<file path="src/rtl/smeng_pkg.sv">
// ----------------------------------------------------------------------------
// smeng_pkg
// Shared types and codes for the stable matching engine: payload structs,
// command codes and the sequencer state type.
// ----------------------------------------------------------------------------
package smeng_pkg;

  typedef enum logic [1:0] {
    CMD_LOAD_PROP = 2'd0,
    CMD_LOAD_ACC  = 2'd1,
    CMD_START     = 2'd2,
    CMD_NONE      = 2'd3
  } smeng_cmd_t;

  typedef struct packed {
    logic [1:0] cmd;
    logic [3:0] person;
    logic [3:0] rank;
    logic [3:0] choice;
  } smeng_in_t;

  typedef struct packed {
    logic [3:0] proposer;
    logic [3:0] partner;
    logic       last_pair;
  } smeng_out_t;

  // at most this many results follow a start
  localparam int MAX_RESULTS = 16;

  typedef enum logic [3:0] {
    ST_IDLE,
    ST_CLEAR,
    ST_POP,
    ST_RD_A,
    ST_RD_NR,
    ST_RD_B,
    ST_RD_PA,
    ST_RD_RA,
    ST_CMP,
    ST_WIN,
    ST_OUT_RD,
    ST_OUT_LD,
    ST_OUT_HOLD
  } smeng_state_t;

endpackage

</file>
<file path="src/rtl/smeng_ram.sv">
// ----------------------------------------------------------------------------
// smeng_ram
// Generic RAM: one write port, one read port, registered read data.
// ----------------------------------------------------------------------------
module smeng_ram #(
  parameter int WIDTH = 4,
  parameter int DEPTH = 16
) (
  input  logic                                        clk,
  input  logic                                        we,
  input  logic [((DEPTH > 1) ? $clog2(DEPTH) : 1)-1:0] waddr,
  input  logic [WIDTH-1:0]                            wdata,
  input  logic [((DEPTH > 1) ? $clog2(DEPTH) : 1)-1:0] raddr,
  output logic [WIDTH-1:0]                            rdata
);

  logic [WIDTH-1:0] mem [DEPTH];

  always_ff @(posedge clk) begin
    if (we) begin
      mem[waddr] <= wdata;
    end
    rdata <= mem[raddr];
  end

endmodule

</file>
<file path="src/rtl/stable_matching_engine_core.sv">
// ----------------------------------------------------------------------------
// stable_matching_engine_core
// Proposer-side stable matching over loaded preference lists. Acceptor lists
// are stored inverted (rank per proposer). A sequencer walks a free stack and
// resolves one proposal at a time with a single shared comparator.
//
//   channel | dir | handshake          | payload
//   --------+-----+--------------------+------------------------------------
//   in_     | in  | in_valid/in_ready  | smeng_in_t  cmd, person, rank, choice
//   out_    | out | out_valid/out_ready| smeng_out_t proposer, partner, last
//   cfg_    | in  | cfg_we             | cfg_wdata   people_in_use
//
// A start first clears the tables for n people (n = people_in_use, clamped),
// then pops the free stack and runs each proposal as RAM reads through stack,
// next_rank, prefs, acceptor table and two rank reads, at most n*n proposals.
// Each result then passes read, load and hold states and waits on out_ready.
// in_ready is low from start until the last transfer out.
// Reset is synchronous; the preference RAMs are not cleared.
// ----------------------------------------------------------------------------
module stable_matching_engine_core #(
  parameter int MAX_PEOPLE = 16
) (
  input  logic                  clk,
  input  logic                  rst_n,
  input  logic                  in_valid,
  output logic                  in_ready,
  input  smeng_pkg::smeng_in_t  in_data,
  output logic                  out_valid,
  input  logic                  out_ready,
  output smeng_pkg::smeng_out_t out_data,
  input  logic                  cfg_we,
  input  logic [4:0]            cfg_wdata
);

  localparam int IW  = (MAX_PEOPLE > 1) ? $clog2(MAX_PEOPLE) : 1;
  localparam int CW  = IW + 1;
  localparam int OPW = (CW > 4) ? CW : 4;
  localparam int PD  = 1 << (2 * IW);

  smeng_pkg::smeng_state_t state_r, state_nxt;
  logic [4:0]    piu_r, piu_nxt;
  logic [CW-1:0] n_r, n_nxt;
  logic [CW-1:0] top_r, top_nxt;
  logic [CW-1:0] k_r, k_nxt;
  logic [IW-1:0] a_r, a_nxt;
  logic [IW-1:0] b_r, b_nxt;
  logic [IW-1:0] cur_r, cur_nxt;
  logic [3:0]    rank_a_r, rank_a_nxt;
  logic          out_valid_r, out_valid_nxt;
  smeng_pkg::smeng_out_t out_data_r, out_data_nxt;

  // RAM ports
  logic            pref_we, rank_we, nr_we, pp_we, pa_we, stk_we;
  logic [2*IW-1:0] pref_waddr, pref_raddr, rank_waddr, rank_raddr;
  logic [3:0]      pref_wdata, pref_rdata, rank_wdata, rank_rdata;
  logic [IW-1:0]   nr_waddr, nr_raddr, pp_waddr, pp_raddr, pa_waddr, pa_raddr;
  logic [IW-1:0]   stk_waddr, stk_raddr, stk_wdata, stk_rdata;
  logic [CW-1:0]   nr_wdata, nr_rdata;
  logic [IW:0]     pp_wdata, pp_rdata, pa_wdata, pa_rdata;

  // shared comparator
  logic [OPW-1:0] cmp_x, cmp_y;
  logic           cmp_lt;

  logic          in_fire;
  logic          clear_last, out_done;
  logic [IW-1:0] person_idx, rank_idx, choice_idx;
  logic          person_ok, rank_ok, choice_ok;

  assign in_ready  = (state_r == smeng_pkg::ST_IDLE);
  assign in_fire   = in_valid && in_ready;
  assign out_valid = out_valid_r;
  assign out_data  = out_data_r;

  assign person_idx = IW'(in_data.person);
  assign rank_idx   = IW'(in_data.rank);
  assign choice_idx = IW'(in_data.choice);
  assign person_ok  = 32'(in_data.person) < MAX_PEOPLE;
  assign rank_ok    = 32'(in_data.rank) < MAX_PEOPLE;
  assign choice_ok  = 32'(in_data.choice) < MAX_PEOPLE;

  assign clear_last = (k_r + CW'(1)) == n_r;
  assign out_done   = ((k_r + CW'(1)) == n_r) ||
                      (32'(k_r) == smeng_pkg::MAX_RESULTS - 1);

  assign piu_nxt = cfg_we ? cfg_wdata : piu_r;

  always_comb begin
    unique case (state_r)
      smeng_pkg::ST_POP: begin
        cmp_x = OPW'(top_r);
        cmp_y = OPW'(1);
      end
      smeng_pkg::ST_RD_NR: begin
        cmp_x = OPW'(nr_rdata);
        cmp_y = OPW'(n_r);
      end
      smeng_pkg::ST_RD_B: begin
        cmp_x = OPW'(pref_rdata);
        cmp_y = OPW'(n_r);
      end
      smeng_pkg::ST_CMP: begin
        cmp_x = OPW'(rank_a_r);
        cmp_y = OPW'(rank_rdata);
      end
      default: begin
        cmp_x = '0;
        cmp_y = '0;
      end
    endcase
  end

  assign cmp_lt = cmp_x < cmp_y;

  // next state
  always_comb begin
    state_nxt = state_r;
    unique case (state_r)
      smeng_pkg::ST_IDLE: begin
        if (in_fire && in_data.cmd == smeng_pkg::CMD_START) begin
          state_nxt = smeng_pkg::ST_CLEAR;
        end
      end
      smeng_pkg::ST_CLEAR: begin
        if (clear_last) begin
          state_nxt = smeng_pkg::ST_POP;
        end
      end
      // stack empty when top < 1
      smeng_pkg::ST_POP:   state_nxt = cmp_lt ? smeng_pkg::ST_OUT_RD : smeng_pkg::ST_RD_A;
      smeng_pkg::ST_RD_A:  state_nxt = smeng_pkg::ST_RD_NR;
      smeng_pkg::ST_RD_NR: state_nxt = cmp_lt ? smeng_pkg::ST_RD_B : smeng_pkg::ST_POP;
      smeng_pkg::ST_RD_B:  state_nxt = cmp_lt ? smeng_pkg::ST_RD_PA : smeng_pkg::ST_POP;
      smeng_pkg::ST_RD_PA: state_nxt = pa_rdata[IW] ? smeng_pkg::ST_RD_RA : smeng_pkg::ST_POP;
      smeng_pkg::ST_RD_RA: state_nxt = smeng_pkg::ST_CMP;
      smeng_pkg::ST_CMP:   state_nxt = cmp_lt ? smeng_pkg::ST_WIN : smeng_pkg::ST_POP;
      smeng_pkg::ST_WIN:   state_nxt = smeng_pkg::ST_POP;
      smeng_pkg::ST_OUT_RD: state_nxt = smeng_pkg::ST_OUT_LD;
      smeng_pkg::ST_OUT_LD: state_nxt = smeng_pkg::ST_OUT_HOLD;
      smeng_pkg::ST_OUT_HOLD: begin
        if (out_ready) begin
          state_nxt = out_done ? smeng_pkg::ST_IDLE : smeng_pkg::ST_OUT_RD;
        end
      end
      default: state_nxt = smeng_pkg::ST_IDLE;
    endcase
  end

  // datapath and RAM controls
  always_comb begin
    n_nxt         = n_r;
    top_nxt       = top_r;
    k_nxt         = k_r;
    a_nxt         = a_r;
    b_nxt         = b_r;
    cur_nxt       = cur_r;
    rank_a_nxt    = rank_a_r;
    out_valid_nxt = out_valid_r;
    out_data_nxt  = out_data_r;
    pref_we    = 1'b0;
    pref_waddr = {person_idx, rank_idx};
    pref_wdata = in_data.choice;
    pref_raddr = {a_r, nr_rdata[IW-1:0]};
    rank_we    = 1'b0;
    rank_waddr = {person_idx, choice_idx};
    rank_wdata = in_data.rank;
    rank_raddr = {b_r, a_r};
    nr_we      = 1'b0;
    nr_waddr   = a_r;
    nr_wdata   = nr_rdata + CW'(1);
    nr_raddr   = stk_rdata;
    pp_we      = 1'b0;
    pp_waddr   = a_r;
    pp_wdata   = {1'b1, b_r};
    pp_raddr   = k_r[IW-1:0];
    pa_we      = 1'b0;
    pa_waddr   = b_r;
    pa_wdata   = {1'b1, a_r};
    pa_raddr   = IW'(pref_rdata);
    stk_we     = 1'b0;
    stk_waddr  = top_r[IW-1:0];
    stk_wdata  = a_r;
    stk_raddr  = IW'(top_r - CW'(1));

    unique case (state_r)
      smeng_pkg::ST_IDLE: begin
        if (in_fire) begin
          case (in_data.cmd)
            smeng_pkg::CMD_LOAD_PROP: pref_we = person_ok && rank_ok;
            smeng_pkg::CMD_LOAD_ACC:  rank_we = person_ok && rank_ok && choice_ok;
            smeng_pkg::CMD_START: begin
              if (piu_r == 5'd0) begin
                n_nxt = CW'(1);
              end else if (32'(piu_r) > MAX_PEOPLE) begin
                n_nxt = CW'(MAX_PEOPLE);
              end else begin
                n_nxt = CW'(piu_r);
              end
              k_nxt = '0;
            end
            default: ;
          endcase
        end
      end
      smeng_pkg::ST_CLEAR: begin
        // reset per-person tables and stack the proposers 0..n-1
        nr_we     = 1'b1;
        nr_waddr  = k_r[IW-1:0];
        nr_wdata  = '0;
        pp_we     = 1'b1;
        pp_waddr  = k_r[IW-1:0];
        pp_wdata  = '0;
        pa_we     = 1'b1;
        pa_waddr  = k_r[IW-1:0];
        pa_wdata  = '0;
        stk_we    = 1'b1;
        stk_waddr = k_r[IW-1:0];
        stk_wdata = k_r[IW-1:0];
        if (clear_last) begin
          top_nxt = n_r;
          k_nxt   = '0;
        end else begin
          k_nxt = k_r + CW'(1);
        end
      end
      smeng_pkg::ST_POP: begin
        if (!cmp_lt) begin
          top_nxt = top_r - CW'(1);
        end
      end
      smeng_pkg::ST_RD_A: begin
        a_nxt = stk_rdata;
      end
      smeng_pkg::ST_RD_NR: begin
        // cmp_lt: list not exhausted
        nr_we = cmp_lt;
      end
      smeng_pkg::ST_RD_B: begin
        if (cmp_lt) begin
          b_nxt = IW'(pref_rdata);
        end else begin
          // proposal to an acceptor outside the group: back on the stack
          stk_we  = 1'b1;
          top_nxt = top_r + CW'(1);
        end
      end
      smeng_pkg::ST_RD_PA: begin
        if (!pa_rdata[IW]) begin
          pa_we = 1'b1;
          pp_we = 1'b1;
        end else begin
          cur_nxt = pa_rdata[IW-1:0];
        end
      end
      smeng_pkg::ST_RD_RA: begin
        rank_a_nxt = rank_rdata;
        rank_raddr = {b_r, cur_r};
      end
      smeng_pkg::ST_CMP: begin
        stk_we  = 1'b1;
        top_nxt = top_r + CW'(1);
        if (cmp_lt) begin
          // newcomer wins: current partner is freed
          pp_we     = 1'b1;
          pp_waddr  = cur_r;
          pp_wdata  = '0;
          stk_wdata = cur_r;
          pa_we     = 1'b1;
        end
      end
      smeng_pkg::ST_WIN: begin
        pp_we = 1'b1;
      end
      smeng_pkg::ST_OUT_RD: ;
      smeng_pkg::ST_OUT_LD: begin
        out_data_nxt.proposer  = 4'(k_r);
        out_data_nxt.partner   = pp_rdata[IW] ? 4'(pp_rdata[IW-1:0]) : 4'd0;
        out_data_nxt.last_pair = (k_r + CW'(1)) == n_r;
        out_valid_nxt          = 1'b1;
      end
      smeng_pkg::ST_OUT_HOLD: begin
        if (out_ready) begin
          out_valid_nxt = 1'b0;
          k_nxt         = k_r + CW'(1);
        end
      end
      default: ;
    endcase
  end

  always_ff @(posedge clk) begin
    if (!rst_n) begin
      state_r     <= smeng_pkg::ST_IDLE;
      piu_r       <= 5'd16;
      n_r         <= CW'(1);
      top_r       <= '0;
      k_r         <= '0;
      out_valid_r <= 1'b0;
    end else begin
      state_r     <= state_nxt;
      piu_r       <= piu_nxt;
      n_r         <= n_nxt;
      top_r       <= top_nxt;
      k_r         <= k_nxt;
      out_valid_r <= out_valid_nxt;
    end
  end

  always_ff @(posedge clk) begin
    a_r        <= a_nxt;
    b_r        <= b_nxt;
    cur_r      <= cur_nxt;
    rank_a_r   <= rank_a_nxt;
    out_data_r <= out_data_nxt;
  end

  smeng_ram #(.WIDTH(4), .DEPTH(PD)) u_pref_ram (
    .clk(clk), .we(pref_we), .waddr(pref_waddr), .wdata(pref_wdata),
    .raddr(pref_raddr), .rdata(pref_rdata)
  );

  smeng_ram #(.WIDTH(4), .DEPTH(PD)) u_rank_ram (
    .clk(clk), .we(rank_we), .waddr(rank_waddr), .wdata(rank_wdata),
    .raddr(rank_raddr), .rdata(rank_rdata)
  );

  smeng_ram #(.WIDTH(CW), .DEPTH(MAX_PEOPLE)) u_nr_ram (
    .clk(clk), .we(nr_we), .waddr(nr_waddr), .wdata(nr_wdata),
    .raddr(nr_raddr), .rdata(nr_rdata)
  );

  smeng_ram #(.WIDTH(IW + 1), .DEPTH(MAX_PEOPLE)) u_pp_ram (
    .clk(clk), .we(pp_we), .waddr(pp_waddr), .wdata(pp_wdata),
    .raddr(pp_raddr), .rdata(pp_rdata)
  );

  smeng_ram #(.WIDTH(IW + 1), .DEPTH(MAX_PEOPLE)) u_pa_ram (
    .clk(clk), .we(pa_we), .waddr(pa_waddr), .wdata(pa_wdata),
    .raddr(pa_raddr), .rdata(pa_rdata)
  );

  smeng_ram #(.WIDTH(IW), .DEPTH(MAX_PEOPLE)) u_stk_ram (
    .clk(clk), .we(stk_we), .waddr(stk_waddr), .wdata(stk_wdata),
    .raddr(stk_raddr), .rdata(stk_rdata)
  );

  // accepting input and holding a result never overlap
  a_ready_excl: assert property (@(posedge clk) disable iff (!rst_n)
    in_ready |-> !out_valid_r)
    else $error("in_ready while a result is pending");

  // stack never grows past the group size
  a_top_bound: assert property (@(posedge clk) disable iff (!rst_n)
    (state_r == smeng_pkg::ST_POP) |-> (top_r <= n_r))
    else $error("free stack overflow");

  // a proposer never steps past its list length
  a_nr_bound: assert property (@(posedge clk) disable iff (!rst_n)
    (state_r == smeng_pkg::ST_RD_NR) |-> (nr_rdata <= n_r))
    else $error("next_rank beyond group size");

  // one result per transfer: valid drops right after the transfer
  a_one_result: assert property (@(posedge clk) disable iff (!rst_n)
    (out_valid_r && out_ready) |=> !out_valid_r)
    else $error("result repeated after transfer");

endmodule
</file>
<file path="config.mk">
export PLATFORM = sky130hd
export DESIGN_NAME = stable_matching_engine_core
export DESIGN_NICKNAME = d
export VERILOG_FILES = /design/src/rtl/smeng_pkg.sv /design/src/rtl/smeng_ram.sv /design/src/rtl/stable_matching_engine_core.sv
export SDC_FILE = /design/constraint.sdc
export NUM_CORES = 2
export LEC_CHECK = 0
export ABC_AREA = 1
export BUFFER_PORTS_ARGS = -buffer_cell sky130_fd_sc_hd__buf_4
export CAP_MARGIN = 40
export CORE_UTILIZATION = 60
export CTS_CLUSTER_SIZE = 24
export DETAILED_ROUTE_END_ITERATION = 16
export GPL_ROUTABILITY_DRIVEN = 0
export PLACE_DENSITY_LB_ADDON = 0.05
export SYNTH_ARGS = -nofsm -noshare
export SYNTH_HDL_FRONTEND = slang
export SYNTH_HIERARCHICAL = 1
export SYNTH_SLANG_ARGS = --single-unit
</file>
<file path="constraint.sdc">
create_clock -name clk -period 7.3 [get_ports clk]
set_clock_uncertainty 0.15 [all_clocks]
set_input_delay 1.095 -clock clk [delete_from_list [all_inputs] [get_ports clk]]
set_output_delay 1.095 -clock clk [all_outputs]
set_load 0.005 [all_outputs]
</file>
---- Yosys cells after proc, flatten, opt, wreduce, memory -nomap -nowiden ----
Memory sizes are Yosys's and may differ from the RTL's. A register that Yosys moved wholly into a read port is not among the register bits.
Index checks and enable logic that the tools add are counted.
operators by class
  add/subtract/negate cells ............... 4
  order comparisons ....................... 2
  equality and inequality tests ........... 23
  multiplexer cells ....................... 60
  reductions and logical operators ........ 19
operators by type and width
  operator             count
  $mux 5               12
  $pmux 4 s13          1
  $mux 4               11
  $pmux 5 s4           2
  $pmux 5 s3           2
  $mux 1               22
  $eq 4x4->1 const B   5
  $eq 4x3->1 const B   4
  $add 5x1->5 const B  3
  $pmux 5 s2           1
  $mux 3               3
  $eq 4x2->1 const B   2
  $ne 2x2->1 const B   4
  $pmux 4 s2           1
  $reduce_and 4->1     2
  $ne 2x1->1 const B   3
  $pmux 1 s2           3
  $pmux 1 s3           2
  $reduce_and 2->1     3
  $reduce_and 3->1     2
  $reduce_or 2->1      3
  $eq 5x4->1 const B   1
  $eq 5x5->1           1
  $gt 5x5->1 const B   1
  other kinds (13)     14
storage, ports and cells
  register bits after elaboration ......... 50
  bits in writable memories ............... 2352
  bits of input ports ..................... 24
  output and inout port bits .............. 11
  memories kept ........................... 6
memory list
  memory          words  width  read ports  clocked after memory_dff  wr ports  RTL line         source
  u_pref_ram.mem  256    4      1           1                         1         smeng_ram.sv:17  logic [WIDTH-1:0] mem [DEPTH];
  u_rank_ram.mem  256    4      1           1                         1         smeng_ram.sv:17
  u_nr_ram.mem    16     5      1           1                         1         smeng_ram.sv:17
  u_pa_ram.mem    16     5      1           1                         1         smeng_ram.sv:17
  u_pp_ram.mem    16     5      1           1                         1         smeng_ram.sv:17
  u_stk_ram.mem   16     4      1           1                         1         smeng_ram.sv:17

---- Depth between registers and ports, before layout ----
  depth after elaboration ................. 8
  gate-level depth with buffers ........... 19
  depth with buffers taken out ............ 18

---- By module ----
The synthesis kept the hierarchy.
modules (own cells, without submodules)
  module                       times used  cells an instance  area an instance (µm²)
  smeng_ram (u_pref_ram ...)   2           3720               42824.8
  smeng_ram (u_nr_ram ...)     2           355                3733.6
  smeng_ram (u_pp_ram)         1           355                3691.0
  stable_matching_engine_core  1           406                3029.2
  smeng_ram (u_stk_ram)        1           290                2966.6

---- Least setup slack after synthesis ----
OpenSTA, ideal clock, no wires.
  kind .................................... flip-flop to flip-flop
  start ................................... register state_r[3]
  end ..................................... memory u_pp_ram/mem[10][0] (netlist name) (enable)
  setup time .............................. 0.340 ns
  data arrival time ....................... 3.213 ns
  required time ........................... 6.810 ns
  setup slack ............................. 3.597 ns
  cell stages (with the launch flop) ...... 18
  buffers on the path ..................... 1
  period minus slack after synthesis ...... 3.703 ns
  path through ............................ dfxtp_1 > nand2_1 > nor2_4 > buf_2 > nand2_1 > o21ai_0 > inv_1 > ha_1 > a21oi_1 > nor2_1 > a211oi_1 > nand2_4 > nor2_4 > inv_2 > nand2_1 > nand3_1 > nand3b_1 > nor2_1
between the ends
  elaborated cells between the ends (all ways) .. 18
  classes of those cells .................. order compare: 1; eq/ne: 7; mux: 8; reduce/logical: 2
RTL lines
  element                           RTL line                            source
  from (decl)                       stable_matching_engine_core.sv:40   smeng_pkg::smeng_state_t state_r, state_nxt;
  from (signal assigned)            stable_matching_engine_core.sv:293  state_r <= smeng_pkg::ST_IDLE;
  from (signal assigned)            stable_matching_engine_core.sv:300  state_r <= state_nxt;
  $eq 4x3->1                        stable_matching_engine_core.sv:89   unique case (state_r)
  $reduce_or 2->1 (no source line)  --
  $pmux 5 s3                        stable_matching_engine_core.sv:89
  $lt 5x5->1                        stable_matching_engine_core.sv:113  assign cmp_lt = cmp_x < cmp_y;
  $mux 4                            stable_matching_engine_core.sv:262  if (cmp_lt) begin
  $pmux 4 s2 (*)                    stable_matching_engine_core.sv:185  unique case (state_r)
  via pp_waddr[2]                   stable_matching_engine_core.sv:56   logic [IW-1:0] nr_waddr, nr_raddr, pp_waddr, pp_raddr, pa_waddr, pa_raddr;
  to (decl)                         smeng_ram.sv:17
Mark *: on every way through the listed nets, which the timed path passes. The rest lies on a longest branch.

---- Worst setup path after layout ----
  start ................................... register state_r[2]
  end ..................................... memory u_pp_ram/mem[5][2] (netlist name) (enable)
The elaborated chain is that of the path after synthesis.

==> reports/results.ini <==
[logic_synthesis]
syn_area_per_cell_sq_um = 11.17
yosys_warnings = 6
synth_top_area_cell = edfxtp_1
syn_area_sq_um = 102800
synth_nets = 9234
yosys-top-cells-count = nand2_1, edfxtp_1, nand3_1
ys_top_cells_by_area = edfxtp_1, nand3_1, nand2_1
yosysMostFrequentCell = nand2_1
seq_area_frac_synth_pct = 70.44
synth_seq_cells = 2429
synth_cells = 9201
synth_edf_count = 2377
yosysUniqueCellTypes = 42
ys.flop_type = edfxtp_1
synth_top_area_share_pct = 69.43
async_flop_share_pct = 0

[place]
place_inst = 11007
hpwl_um = 149500
pre_cts_ws_ns = 2.704
port_buffers = 34

[die]
dieWidth_um = 415.9
start_util_pct = 60.53
core_sq_um = 169800
fp-row-count = 151
io_pins = 35
die_area_sq_um = 173000
die_y_um = 415.9

[power]
clock_power_share_pct = 35.7
power_leakage_uw = 0.03988
swShare_pct = 28.96
power_frac_comb_pct = 18.6
peakVddDrop_mv = 0.2800
p_per_area_nw_per_um2 = 307.4
pwr-share-seq_pct = 45.8
switchingPower_uw = 9925
p_int_uw = 24350

[sta]
setup_ws_ns = 2.600
final_max_slew_viol_count = 0
grt_setup_unrepaired = no
fin_crit_sh_pct = 64.38
period_needed_ns = 4.700
slew_headroom_pct = 22.34
setup_viol = 0
worstMarginPinSlew_ns = 1.165
finalSetupTns_ns = 0
hold_ws_ns = 0.2562
fmax_mhz = 212.8
hold_viol = 0

[clock_network]
cts.clk_slew.worst_paths_ns = 0.07
clk_latency_ns = 0.86
cts_root_buffer = clkbuf_16
cts-hold-fix-buffers = 0
h-tree-depth = 4
post_cts_buffers = 0
cts-resized-gates = 0
tritoncts = done
clk_path_buf_depth = 3
cts.sinks = 2429
cts_buffers = 236

[global_routing]
grt_max_degree = 223
antenna_found_initial = 0
grt.total_usage_pct = 29.89
grt_pass1_vias = 65973
grt.overflow.total = 0
grt_pass1_wl_um = 393600

[cells_and_area]
fin_util_pct = 65.64
drive_above_1_share_pct = 7.766
layout.area.seq_sq_um = 72440
nets = 9061
fin_cells = 11453
multi_input_area_sq_um = 25290
area_growth_pct = 8.451
num-fill-cells = 12911

[detailed_routing]
wire_per_inst_um = 22.61
routed_wl_um = 258900
drc = 0
vias = 68154
drt_iter0_drc = 7603
ant_nets = 0
first_pass_iters = 6
viasPerCell = 5.951

[critical_path]
worst-path-max-fanout = 19
end_kind = flop
cp.required_ns = 7.64
path_class = flop to flop
critPathLaunchType = flop
cp_data_arrival_time_ns = 5.04

[job]
maxCapViolations = 0

[outcome]
outcome = complete, no violations

[min_path]
hold_path_class = flop to flop

routing by layer:
layer	track usage, %	wire [um]	vias up
li1	-	-	31458
met1	42.55	107900	33315
met2	47.69	122100	2931
met3	4.491	21280	450
met4	9.688	7690	0
met5	0	0	-
kinds of logic after synthesis:
family | Yosys count | synth area share [%]
flops | 2429 | 70.44
buf+inv | 955 | 5.056
simple gates | 5732 | 23.93
compound gates | 64 | 0.3542
xor+xnor | 12 | 0.1022
fa+ha+maj | 9 | 0.1095
critical path, cell delays in order, from the launching register on:
cell       delay, ns
dfxtp_1         0.46
nand2_1         0.17
nor2_1          0.43
nand2_1         0.12
o2111ai_1       0.13
ha_1            0.28
a21oi_1         0.17
nor2_1          0.06
a211oi_1        0.40
nand2_4         0.15
nor2_4          0.20
inv_2           0.09
nand2_1         0.07
nand3_1         0.63
inv_1           0.25
nand2_1         0.16
nor2_1          0.43
path summary, 6_finish.rpt:
| kind | startpoint | endpoint | slack [ns] | depth (start not counted) |
|---|---|---|---|---|
| max | state_r[2] | u_pp_ram/mem[5][2] | 2.60 | 16 |
| min | u_pa_ram/rdata[3] | cur_r[3] | 0.26 | 0 |
| max reg2reg | state_r[2] | u_pp_ram/mem[5][2] | 2.60 | 16 |
| min reg2reg | u_pa_ram/rdata[3] | cur_r[3] | 0.26 | 0 |
layout make-up:
cell class / count / area share, %
sequential: 2429 / 64.97
multi-input combinational: 5817 / 22.68
clock buffer: 285 / 5.544
tap: 2218 / 2.489
timing repair buffer: 159 / 1.482
clock inverter: 158 / 1.457
inverter: 385 / 1.371
antenna: 2 / 0.004489
power by group through the flow:
stage                     clock, uW  sequential (uW)  combinational, uW
after floorplan                   0            15900               4750
after global placement            0            16000               6050
after detailed placement          0            16000               6300
after CTS                     12400            15700               6330
after global routing          12900            15700               6990
final                         12200            15700               6360
cell usage in the layout, fill, tap and decap left out, drive strengths merged, types with 4 or more instances in the layout:
| cell type | n |
|---|---|
| a21oi | 25 |
| buf | 151 |
| bufinv | 30 |
| clkbuf | 293 |
| clkinv | 116 |
| clkinvlp | 7 |
| dfxtp | 52 |
| edfxtp | 2377 |
| ha | 9 |
| inv | 390 |
| nand2 | 2789 |
| nand3 | 2233 |
| nand3b | 10 |
| nor2 | 689 |
| nor3 | 4 |
| o21ai | 29 |
| xor2 | 10 |
per-stage QoR:
step	cell area, sq um	power, uW
final	111500	34270
after global routing	111500	35580
after CTS	111500	34390
after detailed placement	103700	22280
after global placement	103200	22070
after floorplan	102800	20610
sequential cells by signal, indices dropped and copies added (netlist names), 5 cells and up:
name / cells
piu_r: 5
u_pp_ram/mem: 80
k_r: 5
u_rank_ram/mem: 1024
top_r: 5
u_pa_ram/rdata: 5
u_pref_ram/mem: 1024
u_pp_ram/rdata: 5
u_nr_ram/rdata: 5
n_r: 5
u_stk_ram/mem: 64
u_nr_ram/mem: 80
out_data: 9
u_pa_ram/mem: 80
Note: power is estimated with default switching activity, not from simulation.
